$ cat src/sv/pocsag_text_transmission_encoder_top_assert.svh
// Assertion macros for the POCSAG text transmission encoder.
`ifndef POCSAG_TEXT_TRANSMISSION_ENCODER_TOP_ASSERT_SVH
`define POCSAG_TEXT_TRANSMISSION_ENCODER_TOP_ASSERT_SVH

// Check a condition at every clock edge out of reset.
`define PTTE_ASSERT_ALWAYS(lbl, cond, msg) \
	lbl: assert property (@(posedge clk) disable iff (!arst_n) (cond)) else $error(msg);

// Check a consequence in the same cycle.
`define PTTE_ASSERT_IMPL(lbl, ante, cons, msg) \
	lbl: assert property (@(posedge clk) disable iff (!arst_n) (ante) |-> (cons)) \
		else $error(msg);

// Check a consequence in the next cycle.
`define PTTE_ASSERT_NEXT(lbl, ante, cons, msg) \
	lbl: assert property (@(posedge clk) disable iff (!arst_n) (ante) |=> (cons)) \
		else $error(msg);

`endif

$ cat src/sv/ptte_pkg.sv
// Shared constants for the POCSAG text transmission encoder.
`default_nettype none

package ptte_pkg;

	localparam int DATA_BITS     = 21;
	localparam int REM_BITS      = 10;
	localparam int CODE_BITS     = 32;
	localparam int BITS_PER_WORD = 20;
	localparam int BITS_PER_CHAR = 7;

	localparam logic [REM_BITS:0]    BCH_GEN          = 11'b11101101001;
	localparam logic [CODE_BITS-1:0] SYNC_WORD        = 32'h7CD215D8;
	localparam logic [CODE_BITS-1:0] IDLE_WORD        = 32'h7A89C197;
	localparam logic [CODE_BITS-1:0] PREAMBLE_PATTERN = 32'hAAAAAAAA;
	localparam logic [DATA_BITS-1:0] MESSAGE_FLAG     = 21'h100000;
	localparam logic [3:0]           BATCH_LAST       = 4'd15;
	localparam logic                 MODE_HEADER      = 1'b0;
	localparam logic                 MODE_CHAR        = 1'b1;

endpackage

`default_nettype wire

$ cat src/sv/ptte_bch.sv
// Bit-serial BCH(31,21) encoder with even parity, one data bit per cycle.
`default_nettype none

module ptte_bch
	import ptte_pkg::*;
(
	input  wire logic                 clk,
	input  wire logic                 arst_n,
	input  wire logic                 start,
	input  wire logic [DATA_BITS-1:0] data,
	output logic                      busy,
	output logic [CODE_BITS-1:0]      code_word
);

	localparam int CNT_W = $clog2(DATA_BITS + 1);

	logic [DATA_BITS-1:0] data_q;
	logic [DATA_BITS-1:0] shift_q;
	logic [REM_BITS-1:0]  rem_q;
	logic [CNT_W-1:0]     cnt_q;
	logic                 busy_q;
	logic                 fb;

	assign fb = shift_q[DATA_BITS-1] ^ rem_q[REM_BITS-1];

	always_ff @(posedge clk or negedge arst_n) begin
		if (!arst_n) begin
			data_q  <= '0;
			shift_q <= '0;
			rem_q   <= '0;
			cnt_q   <= '0;
			busy_q  <= 1'b0;
		end else if (start) begin
			data_q  <= data;
			shift_q <= data;
			rem_q   <= '0;
			cnt_q   <= CNT_W'(DATA_BITS);
			busy_q  <= 1'b1;
		end else if (busy_q) begin
			rem_q   <= {rem_q[REM_BITS-2:0], 1'b0} ^ (fb ? BCH_GEN[REM_BITS-1:0] : '0);
			shift_q <= {shift_q[DATA_BITS-2:0], 1'b0};
			cnt_q   <= cnt_q - CNT_W'(1);
			if (cnt_q == CNT_W'(1)) begin
				busy_q <= 1'b0;
			end
		end
	end

	assign busy      = busy_q;
	assign code_word = {data_q, rem_q, ^{data_q, rem_q}};

endmodule

`default_nettype wire

$ cat src/sv/pocsag_text_transmission_encoder_top.sv
// Top level of the POCSAG text transmission encoder: sequencer and output register.
//
// Channel  Dir  Handshake              Payload
// in       in   in_valid / in_ready    mode, pager_address, character, end_of_message
// out      out  out_valid / out_ready  code_word, final_word
// cfg      in   cfg_valid / cfg_ready  cfg_data (function code)
//
// One item at a time; in_ready is high only while the sequencer is idle.
// A character that completes no word returns to idle, or moves to the end-of-message state with end of message.
// A character that completes a word waits for the BCH unit, plus a SYNC word at the end of a batch.
// A header sends PREAMBLE_WORDS preamble words, a SYNC, 2 * pager_address[2:0] idle words and the address word.
// Closing words go out one per cycle; a flush codeword waits for the BCH unit; out_ready low holds it.
// Reset clears all state; function code resets to alphanumeric.
`default_nettype none
`include "pocsag_text_transmission_encoder_top_assert.svh"

module pocsag_text_transmission_encoder_top
	import ptte_pkg::*;
#(
	parameter int PREAMBLE_WORDS = 18
) (
	input  wire logic                  clk,
	input  wire logic                  arst_n,
	input  wire logic                  in_valid,
	output logic                       in_ready,
	input  wire logic                  mode,
	input  wire logic [20:0]           pager_address,
	input  wire logic [6:0]            character,
	input  wire logic                  end_of_message,
	output logic                       out_valid,
	input  wire logic                  out_ready,
	output logic [CODE_BITS-1:0]       code_word,
	output logic                       final_word,
	input  wire logic                  cfg_valid,
	output logic                       cfg_ready,
	input  wire logic [1:0]            cfg_data
);

	localparam int PRE_W = $clog2(PREAMBLE_WORDS + 1);

	typedef enum logic [2:0] {
		S_IDLE,
		S_PRE,
		S_HSYNC,
		S_PAD,
		S_CW,
		S_BSYNC,
		S_EOM,
		S_CLOSE
	} state_t;

	typedef enum logic [1:0] {
		CW_ADDR,
		CW_MSG,
		CW_FLUSH
	} kind_t;

	state_t                     state_q;
	state_t                     after_word;
	kind_t                      kind_q;
	logic [1:0]                 fc_q;
	logic [BITS_PER_WORD-1:0]   acc_q;
	logic [4:0]                 held_q;
	logic [3:0]                 batch_q;
	logic                       in_msg_q;
	logic                       eom_q;
	logic [2:0]                 frame_q;
	logic [3:0]                 pad_q;
	logic [PRE_W-1:0]           pre_q;
	logic                       out_valid_q;
	logic [CODE_BITS-1:0]       code_word_q;
	logic                       final_word_q;

	logic                       accept;
	logic                       can_emit;
	logic                       emit;
	logic [CODE_BITS-1:0]       emit_word;
	logic                       emit_final;
	logic [BITS_PER_CHAR-1:0]   rev;
	logic [26:0]                joined;
	logic [4:0]                 sum;
	logic                       full;
	logic [2:0]                 ex;
	logic [BITS_PER_WORD-1:0]   word_msg;
	logic [5:0]                 rest_mask;
	logic [BITS_PER_WORD-1:0]   rest_acc;
	logic [BITS_PER_WORD-1:0]   flush_word;
	logic                       bch_start;
	logic [DATA_BITS-1:0]       bch_data;
	logic                       bch_busy;
	logic [CODE_BITS-1:0]       bch_word;

	assign in_ready  = (state_q == S_IDLE);
	assign cfg_ready = 1'b1;
	assign accept    = in_valid && in_ready;
	assign can_emit  = !out_valid_q || out_ready;

	always_comb begin
		for (int i = 0; i < BITS_PER_CHAR; i++) begin
			rev[BITS_PER_CHAR-1-i] = character[i];
		end
	end

	assign joined     = {acc_q, rev};
	assign sum        = held_q + 5'd7;
	assign full       = (sum >= 5'd20);
	assign ex         = 3'(sum - 5'd20);
	assign word_msg   = 20'(joined >> ex);
	assign rest_mask  = ~(6'h3F << ex);
	assign rest_acc   = {14'd0, joined[5:0] & rest_mask};
	assign flush_word = acc_q << (5'd20 - held_q);
	assign after_word = (kind_q == CW_FLUSH) ? S_CLOSE : (eom_q ? S_EOM : S_IDLE);

	always_comb begin
		bch_start = 1'b0;
		bch_data  = MESSAGE_FLAG | {1'b0, word_msg};
		case (state_q)
			S_IDLE: begin
				if (accept && mode == MODE_HEADER) begin
					bch_start = 1'b1;
					bch_data  = {1'b0, pager_address[20:3], fc_q};
				end else if (accept && in_msg_q && full) begin
					bch_start = 1'b1;
				end
			end
			S_EOM: begin
				bch_start = (held_q != 5'd0);
				bch_data  = MESSAGE_FLAG | {1'b0, flush_word};
			end
			default: begin
				bch_start = 1'b0;
			end
		endcase
	end

	always_comb begin
		emit       = 1'b0;
		emit_word  = IDLE_WORD;
		emit_final = 1'b0;
		case (state_q)
			S_PRE: begin
				emit      = can_emit;
				emit_word = PREAMBLE_PATTERN;
			end
			S_HSYNC, S_BSYNC: begin
				emit      = can_emit;
				emit_word = SYNC_WORD;
			end
			S_PAD: begin
				emit = can_emit;
			end
			S_CW: begin
				emit      = can_emit && !bch_busy;
				emit_word = bch_word;
			end
			S_CLOSE: begin
				emit       = can_emit;
				emit_final = (batch_q == BATCH_LAST);
			end
			default: begin
				emit = 1'b0;
			end
		endcase
	end

	ptte_bch u_bch (
		.clk       (clk),
		.arst_n    (arst_n),
		.start     (bch_start),
		.data      (bch_data),
		.busy      (bch_busy),
		.code_word (bch_word)
	);

	always_ff @(posedge clk or negedge arst_n) begin
		if (!arst_n) begin
			state_q      <= S_IDLE;
			kind_q       <= CW_ADDR;
			fc_q         <= 2'd3;
			acc_q        <= '0;
			held_q       <= '0;
			batch_q      <= '0;
			in_msg_q     <= 1'b0;
			eom_q        <= 1'b0;
			frame_q      <= '0;
			pad_q        <= '0;
			pre_q        <= '0;
			out_valid_q  <= 1'b0;
			code_word_q  <= '0;
			final_word_q <= 1'b0;
		end else begin
			if (cfg_valid) begin
				fc_q <= cfg_data;
			end
			if (emit) begin
				out_valid_q  <= 1'b1;
				code_word_q  <= emit_word;
				final_word_q <= emit_final;
			end else if (out_ready) begin
				out_valid_q <= 1'b0;
			end
			case (state_q)
				S_IDLE: begin
					if (accept) begin
						eom_q <= end_of_message;
						if (mode == MODE_HEADER) begin
							frame_q  <= pager_address[2:0];
							acc_q    <= '0;
							held_q   <= '0;
							in_msg_q <= 1'b1;
							pre_q    <= PRE_W'(PREAMBLE_WORDS);
							state_q  <= S_PRE;
						end else if (in_msg_q) begin
							if (full) begin
								acc_q   <= rest_acc;
								held_q  <= {2'b00, ex};
								kind_q  <= CW_MSG;
								state_q <= S_CW;
							end else begin
								acc_q   <= joined[BITS_PER_WORD-1:0];
								held_q  <= sum;
								state_q <= end_of_message ? S_EOM : S_IDLE;
							end
						end
					end
				end
				S_PRE: begin
					if (emit) begin
						pre_q <= pre_q - PRE_W'(1);
						if (pre_q == PRE_W'(1)) begin
							state_q <= S_HSYNC;
						end
					end
				end
				S_HSYNC: begin
					if (emit) begin
						pad_q   <= {frame_q, 1'b0};
						kind_q  <= CW_ADDR;
						state_q <= (frame_q == 3'd0) ? S_CW : S_PAD;
					end
				end
				S_PAD: begin
					if (emit) begin
						pad_q <= pad_q - 4'd1;
						if (pad_q == 4'd1) begin
							state_q <= S_CW;
						end
					end
				end
				S_CW: begin
					if (emit) begin
						case (kind_q)
							CW_ADDR: begin
								batch_q <= {frame_q, 1'b1};
								state_q <= eom_q ? S_EOM : S_IDLE;
							end
							default: begin
								if (batch_q == BATCH_LAST) begin
									batch_q <= '0;
									state_q <= S_BSYNC;
								end else begin
									batch_q <= batch_q + 4'd1;
									state_q <= after_word;
								end
							end
						endcase
					end
				end
				S_BSYNC: begin
					if (emit) begin
						state_q <= after_word;
					end
				end
				S_EOM: begin
					if (held_q != 5'd0) begin
						kind_q  <= CW_FLUSH;
						acc_q   <= '0;
						held_q  <= '0;
						state_q <= S_CW;
					end else begin
						state_q <= S_CLOSE;
					end
				end
				S_CLOSE: begin
					if (emit) begin
						if (batch_q == BATCH_LAST) begin
							batch_q  <= '0;
							in_msg_q <= 1'b0;
							state_q  <= S_IDLE;
						end else begin
							batch_q <= batch_q + 4'd1;
						end
					end
				end
				default: begin
					state_q <= S_IDLE;
				end
			endcase
		end
	end

	assign out_valid  = out_valid_q;
	assign code_word  = code_word_q;
	assign final_word = final_word_q;

	`PTTE_ASSERT_ALWAYS(a_held_range, held_q < 5'd20, "bit count reached a full word")
	`PTTE_ASSERT_IMPL(a_bch_free, bch_start, !bch_busy, "BCH unit restarted while busy")
	`PTTE_ASSERT_NEXT(a_final_closes, emit && emit_final, !in_msg_q && state_q == S_IDLE,
		"transmission still open after final word")

endmodule

`default_nettype wire

$ cat config.mk
export PLATFORM = sky130hd
export DESIGN_NAME = pocsag_text_transmission_encoder_top
export DESIGN_NICKNAME = d
export VERILOG_FILES = /design/src/sv/ptte_pkg.sv /design/src/sv/ptte_bch.sv /design/src/sv/pocsag_text_transmission_encoder_top.sv
export VERILOG_INCLUDE_DIRS = /design/src /design/src/sv
export SDC_FILE = /design/constraint.sdc
export NUM_CORES = 1
export LEC_CHECK = 0
export BUFFER_PORTS_ARGS = -buffer_cell sky130_fd_sc_hd__buf_2
export CAP_MARGIN = 20
export CORE_UTILIZATION = 50
export CTS_CLUSTER_SIZE = 14
export DETAILED_ROUTE_END_ITERATION = 10
export PLACE_DENSITY = 0.69
export SLEW_MARGIN = 20
export SYNTH_ARGS = -nofsm -noshare
export SYNTH_HDL_FRONTEND = slang
export SYNTH_SLANG_ARGS = --single-unit
$ cat constraint.sdc
create_clock -name clk -period 4.25 [get_ports clk]
set_input_delay 0 -clock clk [delete_from_list [all_inputs] [get_ports clk]]
set_output_delay 0 -clock clk [all_outputs]
set_load 0.005 [all_outputs]
==> results of run 1 <==
-- metrics by stage --
stage	util (%)	total power, mW	instances	setup WS, ps	area (µm²)
CTS	60.3	8.93	1162	826	9650
floorplan	-	6.20	859	1210	8270
global placement	54.8	7.24	1103	940	8770
finish	60.3	8.95	1162	731	9650
detailed placement	54.8	7.31	1103	825	8770
global route	60.3	9.63	1162	520	9650
-- timing repair --
item | CTS | global route
hold buffers | 27 | 0
endpoints found under the hold margin | 137 | 0
resized for setup | 0 | 0
-- area by class of cell --
type,count,area [µm²],share of cell area [%]
inverter,20,75.1,0.778
tap,216,270,2.80
sequential,142,3560,36.8
clock buffer,20,457,4.73
timing repair buffer,112,737,7.63
clock inverter,12,158,1.63
multi-input combinational,640,4400,45.6
-- how the worst max path moves through the flow --
| stage | startpoint | end | depth (start not counted) | slack [ps] |
|---|---|---|---|---|
| 2_1_floorplan | held_q[0] | u_bch.shift_q[3] | 11 | 1210 |
| 3_3_place_gp | state_q[1] | u_bch.shift_q[18] | 7 | 940 |
| 3_5_place_dp | held_q[0] | u_bch.shift_q[18] | 8 | 820 |
| 4_1_cts | held_q[0] | u_bch.shift_q[17] | 8 | 830 |
| 5_1_grt | held_q[0] | u_bch.shift_q[17] | 8 | 520 |
| 6_report | state_q[1] | u_bch.shift_q[17] | 7 | 730 |
-- worst max-delay path: cells and delay by family (launching register included) --
kind | cells | cell delay [ps]
AND/OR/NAND/NOR | 2 | 600
flip-flops | 1 | 970
buffers and inverters | 2 | 670
AO/OA/AOI/OAI | 3 | 1190
-- registers in the layout, summed over array words and instances (netlist names), 2 cells and up --
signal and cells:
code_word 32, u_bch.data_q 21, u_bch.shift_q 21, acc_q 20, u_bch.rem_q 10, held_q 5
pre_q 5, u_bch.cnt_q 5, batch_q 4, pad_q 4, frame_q 3, state_q 3
fc_q 2, kind_q 2
-- metal layers --
metal / track usage, % / vias up / wire length, µm
met5: 0 / - / 0
met4: 10.9 / 0 / 628
met3: 6.19 / 54 / 1310
met2: 41.5 / 246 / 10200
met1: 37.2 / 3247 / 9520
li1: - / 3254 / -
-- where the power goes --
part           switching (mW)  internal (mW)  leakage, nW
clock                   0.612          0.957        0.293
sequential              0.658           1.98         1.73
combinational            2.60           2.14         2.15
-- logic make-up after synthesis --
logic type	synth area share, %
and+or+nand+nor	14.2
AOI/OAI and AO/OA	19.5
DFF	43.0
muxes	12.4
buffers and inverters	4.02
xor gates and xnor gates	5.37
adders and majority gates	1.51
other	0.0453
-- cells in the final DEF, fill, tap and decap left out, types with 4 or more instances in the layout --
cell type and n:
a2111oi_2 4, a211oi_1 11, a21o_1 4, a21oi_1 69, a22o_1 15, a311oi_1 5, a31oi_1 10, a32o_1 5
and2_1 4, and3_1 4, buf_2 70, buf_4 14, clkbuf_16 17, dfrtp_1 139, dlygate4sd3_1 27, ha_1 10
inv_1 18, mux2_2 10, mux2i_1 60, mux4_2 14, nand2_1 72, nand2b_1 13, nand3_1 10, nand4_1 4
nor2_1 99, nor2b_1 8, nor3_1 19, o211ai_1 5, o21a_1 7, o21ai_0 59, o21ai_1 4, o22ai_1 6
o31ai_1 8, or3_1 7, xnor2_1 36, xor2_1 11
==> results.yml, run 1 <==
sta:
  setup-tns-final_ps: 0
  report.final.slew_viol_count: 0
  hold_viol: 0
  clock_skew_ps: 7.04
  max_slew_margin_pct: 33.2
  tightest_slew_ps: 1000
  fmax_mhz: 284
  whs_ps: 2.16
  finalSetupViolCount: 0
  rsz0062_at_grt: "no"
  period_needed_ps: 3520
  fin_crit_sh_pct: 82.8
global_route:
  grt_pass1_vias: 6511
  grt_pass1_wl_um: 34900
  grtUsageTotal_pct: 27.1
  grt_max_degree: 104
  overflow: 0
  antenna_found_initial: 0
cts:
  clkSlewWorstSetupHoldPaths_ps: 60
  insertion_delay_ps: 430
  numCtsBuffers: 17
  clockBufferDepth: 2
  root_buffer: "clkbuf_16"
  cts-htree-levels: 4
  numClockSinks: 142
  postCtsSetupBuffers: 0
  cts_tree: "done"
setup_path:
  critPathMaxStageDelay_ps: 970
  crit_type: "reg2reg"
  crit_path_max_fanout: 28
  r2r_slack_ps: 730
  cp_cell_sequence: "or3_1 > clkinv_1 > and2_1 > a311oi_4 > buf_4 > a311oi_1 > a21oi_1"
  cp-start-kind: "flip-flop"
  worstPathRequired_ps: 4600
  reg2reg_to: "u_bch.shift_q[17]"
  reg2regPathDepth: 7
  cp.arrival_ps: 3870
  critPathSlowestCell: "dfrtp_1"
  r2r-start: "state_q[1]"
  end_kind: "flip-flop"
synthesis:
  yosys.cell_types.count: 69
  synth_top_area_share_pct: 42.3
  synth_warnings: 0
  synth_most_common_cell: "dfrtp_1"
  synth_edf_count: 0
  syn-num-nets: 906
  syn-mean-instance-area_um2: 9.63
  yosys.area.top_type: "dfrtp_1"
  yosys-top-cells-area: "dfrtp_1, mux2i_1, nor2_1"
  ys_seq_area_share_pct: 43.0
  synthCells: 859
  async_flop_share_pct: 100
  synth_top_flop_cell: "dfrtp_1"
  ys_seq_elements: 142
  syn_area_um2: 8270
  synth_common_cells: "dfrtp_1, nor2_1, nand2_1"
layout:
  final_nets: 980
  antenna_cells: 0
  areaGrowthSynthToFinish_pct: 16.7
  nFillCells: 1399
  drive_gt1_share_pct: 17.0
drt:
  drt-total-wl_um: 21700
  drc: 0
  wl_per_cell_um: 18.6
  dr.pass1.iters: 7
  via_per_inst: 5.85
  postRouteAntennaNets: 0
  num_vias: 6801
  drtIter0Drc: 793
worst_hold_path:
  min_path_type: "in2reg"
  whs_path_depth: 4
  hold_path.startpoint: "pager_address[6]"
  whs_endpoint: "u_bch.shift_q[5]"
job:
  cap_violations: 0
die:
  die_area_um2: 17100
  fp.dieH_um: 131
  fp-row-count: 46
  start_util_pct: 51.7
  die_w_um: 131
  ioPinCount: 73
  core_um2: 16000
place:
  routabilityCongestion: 0.937
  io_buffers: 71
  dp_hpwl_um: 15000
pwr:
  irDropWorstVdd_uv: 499
  power.leakage_nw: 4.18
  power_density_nw_per_um2: 927
run_status:
  outcome: "finished, final reports clean"
No activity file was read; power rests on OpenSTA's default activity.
==> run 2, diff against run 1 <==
==> constraint.sdc (replaced) <==
create_clock -name clk -period 3.51 [get_ports clk]
set_input_delay 0 -clock clk [delete_from_list [all_inputs] [get_ports clk]]
set_output_delay 0 -clock clk [all_outputs]
set_load 0.005 [all_outputs]
==> results.yml, run 2 (synthesized netlist as in run 1, its figures left out) <==
die:
  fp-row-count: 46
  die_w_um: 131
  die_area_um2: 17100
  start_util_pct: 51.7
  fp.dieH_um: 131
  core_um2: 16000
  ioPinCount: 73
pwr:
  irDropWorstVdd_uv: 690
  power_density_nw_per_um2: 1110
  power.leakage_nw: 4.21
cts:
  clockBufferDepth: 2
  numClockSinks: 142
  cts-htree-levels: 4
  postCtsSetupBuffers: 0
  root_buffer: "clkbuf_16"
  insertion_delay_ps: 420
  cts_tree: "done"
  numCtsBuffers: 17
  clkSlewWorstSetupHoldPaths_ps: 60
drt:
  drtIter0Drc: 529
  drt-total-wl_um: 21200
  dr.pass1.iters: 5
  postRouteAntennaNets: 0
  via_per_inst: 5.83
  wl_per_cell_um: 18.0
  num_vias: 6851
  drc: 0
worst_hold_path:
  min_path_type: "in2reg"
sta:
  setup-tns-final_ps: 0
  max_slew_margin_pct: 39.3
  clock_skew_ps: 10.7
  fmax_mhz: 308
  hold_viol: 0
  finalWorstSetupSlack_ps: 267
  report.final.slew_viol_count: 0
  fin_crit_sh_pct: 92.4
  tightest_slew_ps: 887
  rsz0062_at_grt: "no"
  period_needed_ps: 3240
  finalSetupViolCount: 0
place:
  pre_cts_ws_ps: 314
  placed_cell_area_um2: 8850
  dp_hpwl_um: 14900
  routabilityCongestion: 0.918
  io_buffers: 71
layout:
  areaGrowthSynthToFinish_pct: 17.2
  final_common_cell: "dfrtp_1"
  final_cell_area_um2: 9690
  layout.cells.most_common_list: "dfrtp_1, nor2_1, nand2_1, buf_2, a21oi_1"
  antenna_cells: 0
  drive_gt1_share_pct: 17.6
  final_nets: 993
  largest_register_ffs: 32
job:
  cap_violations: 0
run_status:
  outcome: "finished, final reports clean"
setup_path:
  worstPathRequired_ps: 3780
  end_kind: "flip-flop"
  cp_cell_sequence: "inv_1 > ha_1 > nor2b_1 > o21ba_2 > o32ai_4 > buf_4 > a311oi_4 > a2111oi_0 > nor2_1"
  cp-start-kind: "flip-flop"
  crit_type: "reg2reg"
  critPathMaxStageDelay_ps: 850
  crit_path_max_fanout: 14
  critPathSlowestCell: "a2111oi_0"
  cp.arrival_ps: 3520
global_route:
  grtUsageTotal_pct: 26.2
  grt_max_degree: 118
  grt_pass1_wl_um: 33900
  overflow: 0
  antenna_found_initial: 0
  grt_pass1_vias: 6488
-- run 2: timing repair --
item	in CTS	in global routing
hold buffers	29	0
endpoints found under the hold margin	152	0
gates resized for setup	0	0
-- run 2: layout make-up --
type,count,area [µm²]
repair buffers,125,842
clock buffers,25,495
flip-flops and latches,142,3560
inverters,20,75.1
multi-input cells,640,4400
well taps,216,270
fillers,1426,6310
clock inverters,7,53.8
-- run 2: report_power, final --
group	switching (mW)	internal [mW]	total, mW
clock network	0.702	0.982	1.68
logic	3.29	2.67	5.97
registers	0.748	2.40	3.15
-- run 2: through the flow --
stage	power [mW]	std cells	utilization, %	hold WS, ps
2_1_floorplan	7.51	859	-	-296
3_3_place_gp	8.94	1114	55.3	239
3_5_place_dp	9.05	1114	55.3	240
4_1_cts	10.8	1175	60.6	2.75
5_1_grt	11.6	1175	60.6	33.3
6_report	10.8	1175	60.6	21.2
-- run 2: per-layer routing --
metal	part of all wire (%)	track usage [%]	wire [µm]	vias to the layer above
met2	48	42.6	10100	212
met5	0	0	0	-
li1	-	-	-	3274
met4	1.8	7.64	388	0
met3	4.5	5.17	951	32
met1	46	35.4	9720	3333
-- run 2: worst paths after layout --
kind | from | endpoint | slack (ps) | depth (start not counted)
min | pager_address[20] | u_bch.data_q[19] | 20 | 5
max reg2reg | held_q[1] | u_bch.data_q[4] | 270 | 9
max | held_q[1] | u_bch.data_q[4] | 270 | 9
min reg2reg | code_word[31] | code_word[31] | 470 | 2
max in group asynchronous | arst_n | acc_q[15] | 2310 | 3
min in group asynchronous | arst_n | code_word[21] | 280 | 2
-- run 2: critical path, delay by kind of cell, from the launching register on --
kind,cells,cell delay [ps]
AOI/OAI and AO/OA,4,1350
and+or+nand+nor,2,340
buffers and inverters,2,360
adders and majority gates,1,600
DFF,1,440
==> run 3, diff against run 2 <==
--- a/config.mk
+++ b/config.mk
@@ -6,6 +6,7 @@
 export SDC_FILE = /design/constraint.sdc
 export NUM_CORES = 1
 export LEC_CHECK = 0
+export ABC_CLOCK_PERIOD_IN_PS = 3510
 export BUFFER_PORTS_ARGS = -buffer_cell sky130_fd_sc_hd__buf_2
 export CAP_MARGIN = 20
 export CORE_UTILIZATION = 50
==> constraint.sdc (replaced) <==
create_clock -name clk -period 3.51 [get_ports clk]
set_input_delay 0.1755 -clock clk [delete_from_list [all_inputs] [get_ports clk]]
set_output_delay 0.1755 -clock clk [all_outputs]
set_load 0.005 [all_outputs]
==> results.yml, run 3 (synthesized netlist as in run 1, its figures left out) <==
die:
  die_area_um2: 17100
  start_util_pct: 51.7
  core_um2: 16000
  fp-row-count: 46
  ioPinCount: 73
  fp.dieH_um: 131
  die_w_um: 131
setup_path:
  worstPathRequired_ps: 3790
  critPathSlowestCell: "a311oi_1"
  cp-start-kind: "flip-flop"
  crit_family: "multiplexers"
  end_kind: "flip-flop"
  crit_type: "reg2reg"
  cp.arrival_ps: 3390
  cp_cell_sequence: "inv_1 > ha_1 > buf_4 > mux2i_1 > mux4_2 > o21a_1 > a21oi_1 > a311oi_1 > nor2_1"
  cp_num_buf_inv: 2
  critPathMaxStageDelay_ps: 620
  crit_path_max_fanout: 32
drt:
  via_per_inst: 5.93
  num_vias: 6791
  postRouteAntennaNets: 0
  wl_per_cell_um: 18.4
  drt-total-wl_um: 21100
  drc: 0
  dr.pass1.iters: 6
  drtIter0Drc: 602
sta:
  setup-tns-final_ps: 0
  fmax_mhz: 322
  fin_crit_sh_pct: 88.4
  period_needed_ps: 3100
  clock_skew_ps: 8.21
  hold_viol: 0
  report.final.slew_viol_count: 0
  rsz0062_at_grt: "no"
  tightest_slew_ps: 966
  finalSetupViolCount: 0
  max_slew_margin_pct: 35.4
cts:
  cts_tree: "done"
  numClockSinks: 142
  clockBufferDepth: 2
  insertion_delay_ps: 430
  cts-htree-levels: 4
  root_buffer: "clkbuf_16"
  numCtsBuffers: 17
  ctsResizeCount: 0
  clkSlewWorstSetupHoldPaths_ps: 60
global_route:
  overflow: 0
  grtUsageTotal_pct: 26.3
  antenna_found_initial: 0
  grt_pass1_vias: 6416
  grt_pass1_wl_um: 33800
  grt_max_degree: 92
run_status:
  outcome: "finished, final reports clean"
layout:
  drive_gt1_share_pct: 17.7
  final_nets: 967
  antenna_cells: 0
  nFillCells: 1451
  utilization_pct: 59.1
  largest_register_ffs: 32
  final_common_cell: "dfrtp_1"
  instances_no_fill: 1145
  final_cell_area_um2: 9450
  areaGrowthSynthToFinish_pct: 14.2
  layout.cells.most_common_list: "dfrtp_1, nor2_1, nand2_1, buf_2, a21oi_1"
worst_hold_path:
  min_path_type: "in2reg"
place:
  dp_hpwl_um: 14900
  routabilityCongestion: 0.925
  dp_cells: 1111
  io_buffers: 71
  placed_cell_area_um2: 8830
job:
  cap_violations: 0
pwr:
  power.leakage_nw: 4.11
  power_density_nw_per_um2: 1140
  irDropWorstVdd_uv: 713
## run 3: area by class of cell
class	count	area, µm²	area share (%)
well taps	216	270	2.86
repair buffers	99	587	6.21
clock buffers	22	474	5.02
clock inverters	6	86.3	0.914
inverters	20	75.1	0.794
flip-flops and latches	142	3560	37.6
multi-input cells	640	4400	46.6
## run 3: metrics by stage
step / setup slack, ps / total power [mW] / hold slack (ps)
global route: 228 / 11.6 / 15.8
global placement: 533 / 8.85 / 310
finish: 407 / 10.8 / 8.49
floorplan: 472 / 7.51 / -120
CTS: 457 / 10.8 / 0.601
detailed placement: 539 / 8.94 / 311
## run 3: power breakdown
| part | switching (mW) | internal [mW] | total [mW] | leakage [nW] |
|---|---|---|---|---|
| Sequential | 0.710 | 2.40 | 3.11 | 1.73 |
| Clock | 0.678 | 1.09 | 1.76 | 0.274 |
| Combinational | 3.32 | 2.60 | 5.91 | 2.10 |
## run 3: what timing repair did
| action | in CTS | in global routing |
|---|---|---|
| hold endpoints to repair | 92 | 0 |
| hold buffers | 6 | 0 |
| buffers inserted | 0 | 0 |
## run 3: worst paths after layout
kind | from | endpoint | slack (ps) | cells after the start
hold reg to reg | code_word[27] | code_word[27] | 470 | 2
min in group asynchronous | arst_n | code_word[2] | 400 | 2
setup reg to reg | held_q[1] | u_bch.data_q[19] | 410 | 9
setup / recovery | held_q[1] | u_bch.data_q[19] | 410 | 9
hold / removal | character[6] | acc_q[0] | 8 | 2
max in group asynchronous | arst_n | u_bch.shift_q[6] | 2230 | 3
## run 3: per-layer routing
metal  GRT usage [%]  share of wire, %
met1            35.4                45
met2            42.2                47
met3            4.56               5.0
met4            10.8               2.5
met5               0                 0
